--- src/rtl/hsc_pkg.sv ---
// Package for the Hamming SEC codec: field widths, codes and position tables.
package hsc_pkg;

  localparam int DATA_BITS   = 56;
  localparam int CODE_BITS   = 62;
  localparam int SYN_BITS    = 6;
  localparam int FIELD_BYTES = 7;

  // Command codes
  localparam logic CMD_ENCODE = 1'b0;
  localparam logic CMD_DECODE = 1'b1;

  // Status codes
  typedef enum logic [1:0] {
    STAT_OK      = 2'd0,
    STAT_CORR    = 2'd1,
    STAT_UNCORR  = 2'd2
  } status_t;

  typedef logic [DATA_BITS-1:0][SYN_BITS-1:0] pos_arr_t;

  // Codeword position of each data bit: positions that are not powers of two
  function automatic pos_arr_t build_pos();
    pos_arr_t a;
    int j;
    a = '0;
    j = 0;
    for (int p = 1; p <= CODE_BITS; p++) begin
      if (((p & (p - 1)) != 0) && (j < DATA_BITS)) begin
        a[j] = SYN_BITS'(p);
        j++;
      end
    end
    return a;
  endfunction

  localparam pos_arr_t DATA_POS = build_pos();

  // Positions p whose bit c is set, as a mask over codeword bits p-1
  function automatic logic [CODE_BITS-1:0] syn_mask(input int c);
    logic [CODE_BITS-1:0] msk;
    msk = '0;
    for (int p = 1; p <= CODE_BITS; p++) begin
      if (((p >> c) & 1) != 0) msk[p-1] = 1'b1;
    end
    return msk;
  endfunction

  // Codeword length n for an effective byte count m
  function automatic logic [SYN_BITS-1:0] n_of(input logic [2:0] m);
    logic [SYN_BITS-1:0] n;
    case (m)
      3'd1:    n = 6'd12;
      3'd2:    n = 6'd21;
      3'd3:    n = 6'd29;
      3'd4:    n = 6'd38;
      3'd5:    n = 6'd46;
      3'd6:    n = 6'd54;
      3'd7:    n = 6'd62;
      default: n = 6'd12;
    endcase
    return n;
  endfunction

  // Byte shift that aligns m data bytes to the top of the data field
  function automatic logic [SYN_BITS-1:0] align_shift(input logic [2:0] m);
    logic [2:0] gap;
    gap = 3'(FIELD_BYTES) - m;
    return {gap, 3'b000};
  endfunction

endpackage

--- src/rtl/hamming_sec_codec.sv ---
// Top level of the Hamming single-error-correcting codec (three-stage pipeline).
//
// Hamming SEC codec for rows of 8*m data bits, m set by cfg_wdata (0 reads as 1,
// values above MAX_DATA_BYTES read as MAX_DATA_BYTES). cmd 0 encodes data_in into
// code_out; cmd 1 decodes code_in, corrects a single-bit error and reports the
// syndrome and status (0 clean, 1 corrected, 2 syndrome beyond the word). One item
// is taken every cycle unless all stages are full and out_tready is low; each
// result passes through the three register stages: alignment and masking, the
// syndrome XOR trees, and correction with data extraction. A stall on the
// output holds the full stages while empty ones still fill, and backs up into
// in_tready only when all stages are full. Write the byte count only while no
// item is in flight.
module hamming_sec_codec #(
  parameter int MAX_DATA_BYTES = 7
) (
  input  logic         clk,
  input  logic         rst_n,
  input  logic         cfg_wen,
  input  logic [2:0]   cfg_wdata,     // data_bytes
  input  logic         in_tvalid,
  output logic         in_tready,
  input  logic [119:0] in_tdata,      // data_in[55:0], code_in[117:56], zero pad
  input  logic [0:0]   in_tuser,      // cmd
  output logic         out_tvalid,
  input  logic         out_tready,
  output logic [127:0] out_tdata      // code_out[61:0], data_out[117:62],
                                      // syndrome[123:118], status[125:124], zero pad
);

  localparam int DB = hsc_pkg::DATA_BITS;
  localparam int CB = hsc_pkg::CODE_BITS;
  localparam int SB = hsc_pkg::SYN_BITS;
  localparam logic [2:0] MAX_M = 3'(MAX_DATA_BYTES);

  // Configuration register
  logic [2:0] data_bytes_r;
  always_ff @(posedge clk) begin
    if (!rst_n) begin
      data_bytes_r <= 3'd1;
    end else if (cfg_wen) begin
      data_bytes_r <= cfg_wdata;
    end
  end

  logic [2:0] eff_m;
  always_comb begin
    if (data_bytes_r == 3'd0) begin
      eff_m = 3'd1;
    end else if (data_bytes_r > MAX_M) begin
      eff_m = MAX_M;
    end else begin
      eff_m = data_bytes_r;
    end
  end

  // Pipeline enables: a stage loads when it is empty or its content moves on
  logic v1_r, v2_r, v3_r;
  logic en1, en2, en3;
  assign en3 = !v3_r || out_tready;
  assign en2 = !v2_r || en3;
  assign en1 = !v1_r || en2;
  assign in_tready = en1;

  always_ff @(posedge clk) begin
    if (!rst_n) begin
      v1_r <= 1'b0;
      v2_r <= 1'b0;
      v3_r <= 1'b0;
    end else begin
      if (en1) v1_r <= in_tvalid;
      if (en2) v2_r <= v1_r;
      if (en3) v3_r <= v2_r;
    end
  end

  // Stage 1: place data bits for encode, mask received word for decode
  logic [DB-1:0] data_in;
  logic [CB-1:0] code_in;
  logic [DB-1:0] data_al;
  logic [CB-1:0] word_enc;
  logic [CB-1:0] n_mask;
  logic [CB-1:0] word1_nxt;

  assign data_in = in_tdata[DB-1:0];
  assign code_in = in_tdata[DB+CB-1:DB];
  assign data_al = data_in << hsc_pkg::align_shift(eff_m);
  assign n_mask  = {CB{1'b1}} >> (SB'(CB) - hsc_pkg::n_of(eff_m));

  always_comb begin
    word_enc = '0;
    for (int j = 0; j < DB; j++) begin
      word_enc[hsc_pkg::DATA_POS[j] - 1] = data_al[DB-1-j];
    end
  end

  assign word1_nxt = (in_tuser[0] == hsc_pkg::CMD_DECODE) ? (code_in & n_mask) : word_enc;

  logic          cmd1_r;
  logic [2:0]    m1_r;
  logic [CB-1:0] word1_r;
  always_ff @(posedge clk) begin
    if (en1) begin
      cmd1_r  <= in_tuser[0];
      m1_r    <= eff_m;
      word1_r <= word1_nxt;
    end
  end

  // Stage 2: syndrome, which on encode is the set of check bits
  logic [SB-1:0] syn2_nxt;
  always_comb begin
    for (int c = 0; c < SB; c++) begin
      syn2_nxt[c] = ^(word1_r & hsc_pkg::syn_mask(c));
    end
  end

  logic          cmd2_r;
  logic [2:0]    m2_r;
  logic [CB-1:0] word2_r;
  logic [SB-1:0] syn2_r;
  always_ff @(posedge clk) begin
    if (en2) begin
      cmd2_r  <= cmd1_r;
      m2_r    <= m1_r;
      word2_r <= word1_r;
      syn2_r  <= syn2_nxt;
    end
  end

  // Stage 3: insert check bits, or correct and extract data
  logic [CB-1:0]   code_chk;
  logic [CB-1:0]   word_fix;
  logic [DB-1:0]   ext_al;
  logic            in_word;
  logic [CB-1:0]   code3_nxt;
  logic [DB-1:0]   data3_nxt;
  logic [SB-1:0]   syn3_nxt;
  hsc_pkg::status_t stat3_nxt;

  always_comb begin
    code_chk = word2_r;
    for (int c = 0; c < SB; c++) begin
      code_chk[(1 << c) - 1] = word2_r[(1 << c) - 1] | syn2_r[c];
    end
  end

  assign in_word  = (syn2_r != '0) && (syn2_r <= hsc_pkg::n_of(m2_r));
  assign word_fix = in_word ? (word2_r ^ (CB'(1) << (syn2_r - SB'(1)))) : word2_r;

  always_comb begin
    ext_al = '0;
    for (int j = 0; j < DB; j++) begin
      ext_al[DB-1-j] = word_fix[hsc_pkg::DATA_POS[j] - 1];
    end
  end

  always_comb begin
    if (cmd2_r == hsc_pkg::CMD_DECODE) begin
      code3_nxt = '0;
      data3_nxt = ext_al >> hsc_pkg::align_shift(m2_r);
      syn3_nxt  = syn2_r;
      if (syn2_r == '0) begin
        stat3_nxt = hsc_pkg::STAT_OK;
      end else if (in_word) begin
        stat3_nxt = hsc_pkg::STAT_CORR;
      end else begin
        stat3_nxt = hsc_pkg::STAT_UNCORR;
      end
    end else begin
      code3_nxt = code_chk;
      data3_nxt = '0;
      syn3_nxt  = '0;
      stat3_nxt = hsc_pkg::STAT_OK;
    end
  end

  logic [CB-1:0]    code3_r;
  logic [DB-1:0]    data3_r;
  logic [SB-1:0]    syn3_r;
  hsc_pkg::status_t stat3_r;
  always_ff @(posedge clk) begin
    if (en3) begin
      code3_r <= code3_nxt;
      data3_r <= data3_nxt;
      syn3_r  <= syn3_nxt;
      stat3_r <= stat3_nxt;
    end
  end

  // Drive the result channel
  assign out_tvalid = v3_r;
  assign out_tdata  = {2'b00, stat3_r, syn3_r, data3_r, code3_r};

endmodule
--- config.mk ---
export PLATFORM = sky130hd
export DESIGN_NAME = hamming_sec_codec
export DESIGN_NICKNAME = d
export VERILOG_FILES = /design/src/rtl/hsc_pkg.sv /design/src/rtl/hamming_sec_codec.sv
export SDC_FILE = /design/constraint.sdc
export NUM_CORES = 1
export LEC_CHECK = 0
export ABC_AREA = 1
export ABC_CLOCK_PERIOD_IN_PS = 6500
export BUFFER_PORTS_ARGS = -buffer_cell sky130_fd_sc_hd__buf_2
export CORE_UTILIZATION = 49
export CTS_CLUSTER_DIAMETER = 30
export DETAILED_ROUTE_END_ITERATION = 7
export PLACE_DENSITY_LB_ADDON = 0.08
export SLEW_MARGIN = 25
export SYNTH_ARGS = -nofsm -noshare
export SYNTH_HDL_FRONTEND = slang
export SYNTH_SLANG_ARGS = --single-unit
--- constraint.sdc ---
create_clock -name clk -period 6.5 [get_ports clk]
set_input_delay 0.975 -clock clk [delete_from_list [all_inputs] [get_ports clk]]
set_output_delay 0.975 -clock clk [all_outputs]
set_load 0.005 [all_outputs]
==> metrics.csv <==
stage,metric,value,unit
worst_setup_path,cpMostUsedCell,nand3_1,
synthesis,ys_ff_latch,270,
placed_design,gp_congestion,0.995,
clocking,cts_buffers,51,
sta,finClkSkew,0.0173,ns
power_and_ir_drop,peakVddDrop,294,uV
sta,layout_min_cycle_time,4.08,ns
worst_setup_path,crit_chain,inv_1 -> a21oi_1 -> ha_1 -> nand2_1 -> nor2_2 -> nand3_1 -> nand2_1 -> nand3_1 -> inv_1 -> nand3_1 -> nand3_1 -> nand3_1 -> nand3_1 -> nand2_1,
synthesis,async_reset_ff_frac,0,
worst_setup_path,cp-start-kind,register,
synthesis,yosysMostFrequentCell,nand2_1,
synthesis,synth-edff-count,264,
grt,grt_max_degree,78,
worst_setup_path,cp.required,6.77,ns
floorplan,fp.dieArea,0.0324,sq mm
power_and_ir_drop,p_seq_frac,0.337,
synthesis,syn_area,0.0155,sq mm
synthesis,synthTopCellsByArea,"edfxtp_1 51%, nand2_1 12%, nand3_1 8.2%, xnor2_1 4.2%, nor2_1 4.2%",
clocking,clock_sinks,270,
synthesis,ys_types,43,
clocking,post_cts_resize_count,0,
floorplan,fp-row-count,64,
route,ant_nets,0,
grt,grt_use_total,0.330,
power_and_ir_drop,leakagePower,8.78,nW
sta,drv_slew,0,
power_and_ir_drop,switching_power,2.33,mW
floorplan,die_y,180,um
clocking,ctsHtreeMaxLevel,2,
sta,tightest_slew,1.00,ns
floorplan,core-area,0.0309,sq mm
cells_and_area,fin_nets,2169,
min_path,min_path_type,reg -> reg,
grt,antenna_found_initial,0,
worst_setup_path,reg2reg_slack,2.42,ns
grt,grt_overflow,0,
route,detail_route.iter0.violations,1470,
route,drt-total-wl,53.9,mm
clocking,clock_path_buffers,3,
placed_design,port_buffers,254,
route,dr_total_vias,13982,
status,violations,design-rule violations,
power_and_ir_drop,p_sw_frac,0.343,
route,route.detailed.drc,16,
power_and_ir_drop,comb_power_share,0.263,
cells_and_area,final_util,0.607,
route,wl_met3,4.17,mm
power_and_ir_drop,p_per_area,363,mW/mm^2
clocking,cts-root-buf,clkbuf_16,
clocking,cts_hold_buffers,0,
route,wl_per_cell,21.9,um
worst_setup_path,cp_slowest_cell,nand2_1,
clocking,cts_tree,yes,
route,dr_wl_met2,25.1,mm
grt,grt_pass1_vias,13188,
clocking,insertion_delay,0.55,ns
route,wl_met1,21.0,mm
floorplan,ios,259,
synthesis,synth_area_per_cell,8.61,sq um
sta,post-route-period-util,0.627,
sta,finalHoldViolCount,0,
clocking,postCtsSetupRepairBufs,0,
route,vias_per_cell,5.67,
cells_and_area,area_growth,20.9,%
sta,max_slew_margin,0.328,
job,drv_cap,0,
worst_setup_path,worst_ep_arrival_time,4.35,ns
synthesis,synthFlopType,edfxtp_1,
power_and_ir_drop,internal_power,4.47,mW
synthesis,ys_seq_area_frac,0.519,
sta,fin_tns_setup,0,ns
synthesis,yosysTopAreaCell,edfxtp_1,
worst_setup_path,slowest_delay,0.65,ns
synthesis,synthTopCellsByCount,"487 x nand2_1, 264 x edfxtp_1, 253 x nand3_1",
sta,setup_viol,0,
placed_design,hpwl,40.7,mm
floorplan,dieWidth,180,um
route,drt_first_pass_iters,8,
synthesis,yosys_warnings,0,
status,status,"complete, but fails checks",
synthesis,syn_inst,1802,
cells_and_area,drive_gt1_frac,0.184,
worst_setup_path,criticalPathCategory,reg -> reg,
worst_setup_path,crit_path_end_kind,register,
clocking,clkTransAtPathRegs,0.05,ns
floorplan,initial_utilization,0.502,
grt,grt_pass1_wl,79.7,mm
synthesis,yosysTopAreaCellShare,0.511,
worst_setup_path,path_max_fanout,21,
power_and_ir_drop,clockPowerShare,0.400,
sta,rsz0062_at_grt,false,
sta,fmax,245,MHz
route,top_layer,met4,
cells_and_area,diodes,0,
==> cells in the final DEF, fill, tap and decap left out, types with 7 or more instances in the layout <==
master / count
nand2_1: 483
edfxtp_1: 264
buf_2: 254
nand3_1: 253
nor2_1: 173
inv_1: 140
xnor2_1: 75
o21ai_0: 63
nand4_1: 56
clkbuf_16: 51
xor2_1: 36
a21oi_1: 19
buf_4: 16
o21ai_1: 15
mux2i_1: 15
ha_1: 12
o22ai_1: 11
clkinv_1: 10
bufinv_16: 10
o211ai_1: 9
o31ai_1: 8
o311ai_0: 8
a32o_1: 7
nor3_1: 7
inv_6: 7
==> final timing paths <==
check,from,cells past startpoint,endpoint
setup / recovery,m2_r[2]$_DFFE_PP_,14,data3_r[10]$_SDFFCE_PN0P_
hold / removal,m1_r[0]$_DFFE_PP_,0,m2_r[0]$_DFFE_PP_
setup reg to reg,m2_r[2]$_DFFE_PP_,14,data3_r[10]$_SDFFCE_PN0P_
hold reg to reg,m1_r[0]$_DFFE_PP_,0,m2_r[0]$_DFFE_PP_
==> area by class of cell <==
cell class / instances / area (sq um)
fill: 2739 / 12100
sequential: 270 / 8050
multi-input combinational: 1286 / 6480
timing repair buffer: 270 / 1390
clock buffer: 54 / 1290
inverter: 149 / 559
clock inverter: 39 / 509
tap: 396 / 495
==> state kept, by name, indices dropped and copies added (netlist names), 2 cells and up <==
signal        count
m1_r              3
syn2_r            6
stat3_r           2
syn3_r            6
code3_r          62
data3_r          56
word2_r          62
m2_r              3
data_bytes_r      3
word1_r          62
==> layer usage <==
metal | global-route usage | up-vias
met5 | 0 | -
met4 | 0.207 | 0
met3 | 0.0427 | 132
met2 | 0.543 | 806
met1 | 0.415 | 6471
li1 | - | 6573
==> worst max-delay path: cells and delay by family (launching register included) <==
family                     cells  cell delay [ns]
adders and majority gates      1             0.28
DFF                            1             0.56
buffers and inverters          2             0.58
and+or+nand+nor               10             2.23
AOI/OAI and AO/OA              1             0.12
==> stage by stage <==
stage	hold WS, ns	power (mW)	instances	area, sq um	setup slack, ns
after floorplan	0.400	3.52	1803	15500	1.25
after global placement	0.403	4.03	2371	17000	2.58
after detailed placement	0.406	4.06	2371	17000	2.51
after CTS	0.417	6.80	2464	18800	2.50
after global routing	0.425	7.09	2464	18800	2.16
final	0.416	6.80	2464	18800	2.42
==> power by group through the flow <==
| stage | sequential, mW | combinational, mW | clock, mW |
|---|---|---|---|
| CTS | 2.29 | 1.76 | 2.75 |
| global route | 2.30 | 1.95 | 2.83 |
| floorplan | 2.23 | 1.29 | 0 |
| finish | 2.29 | 1.79 | 2.72 |
| global placement | 2.31 | 1.72 | 0 |
| detailed placement | 2.32 | 1.74 | 0 |
==> cell families (layout without fill, tap and decap cells) <==
group | after synthesis | count (layout) | synth area share
multiplexers | 15 | 15 | 0.00968
AND/OR/NAND/NOR | 997 | 997 | 0.276
adder cells (fa/ha/maj) | 12 | 12 | 0.00968
buffers and inverters | 247 | 512 | 0.0656
XOR/XNOR | 111 | 111 | 0.0627
other | 1 | 2 | 0.000242
AO/OA/AOI/OAI | 149 | 149 | 0.0577
flip-flops | 270 | 270 | 0.519
Note: power is estimated with default switching activity, not from simulation.
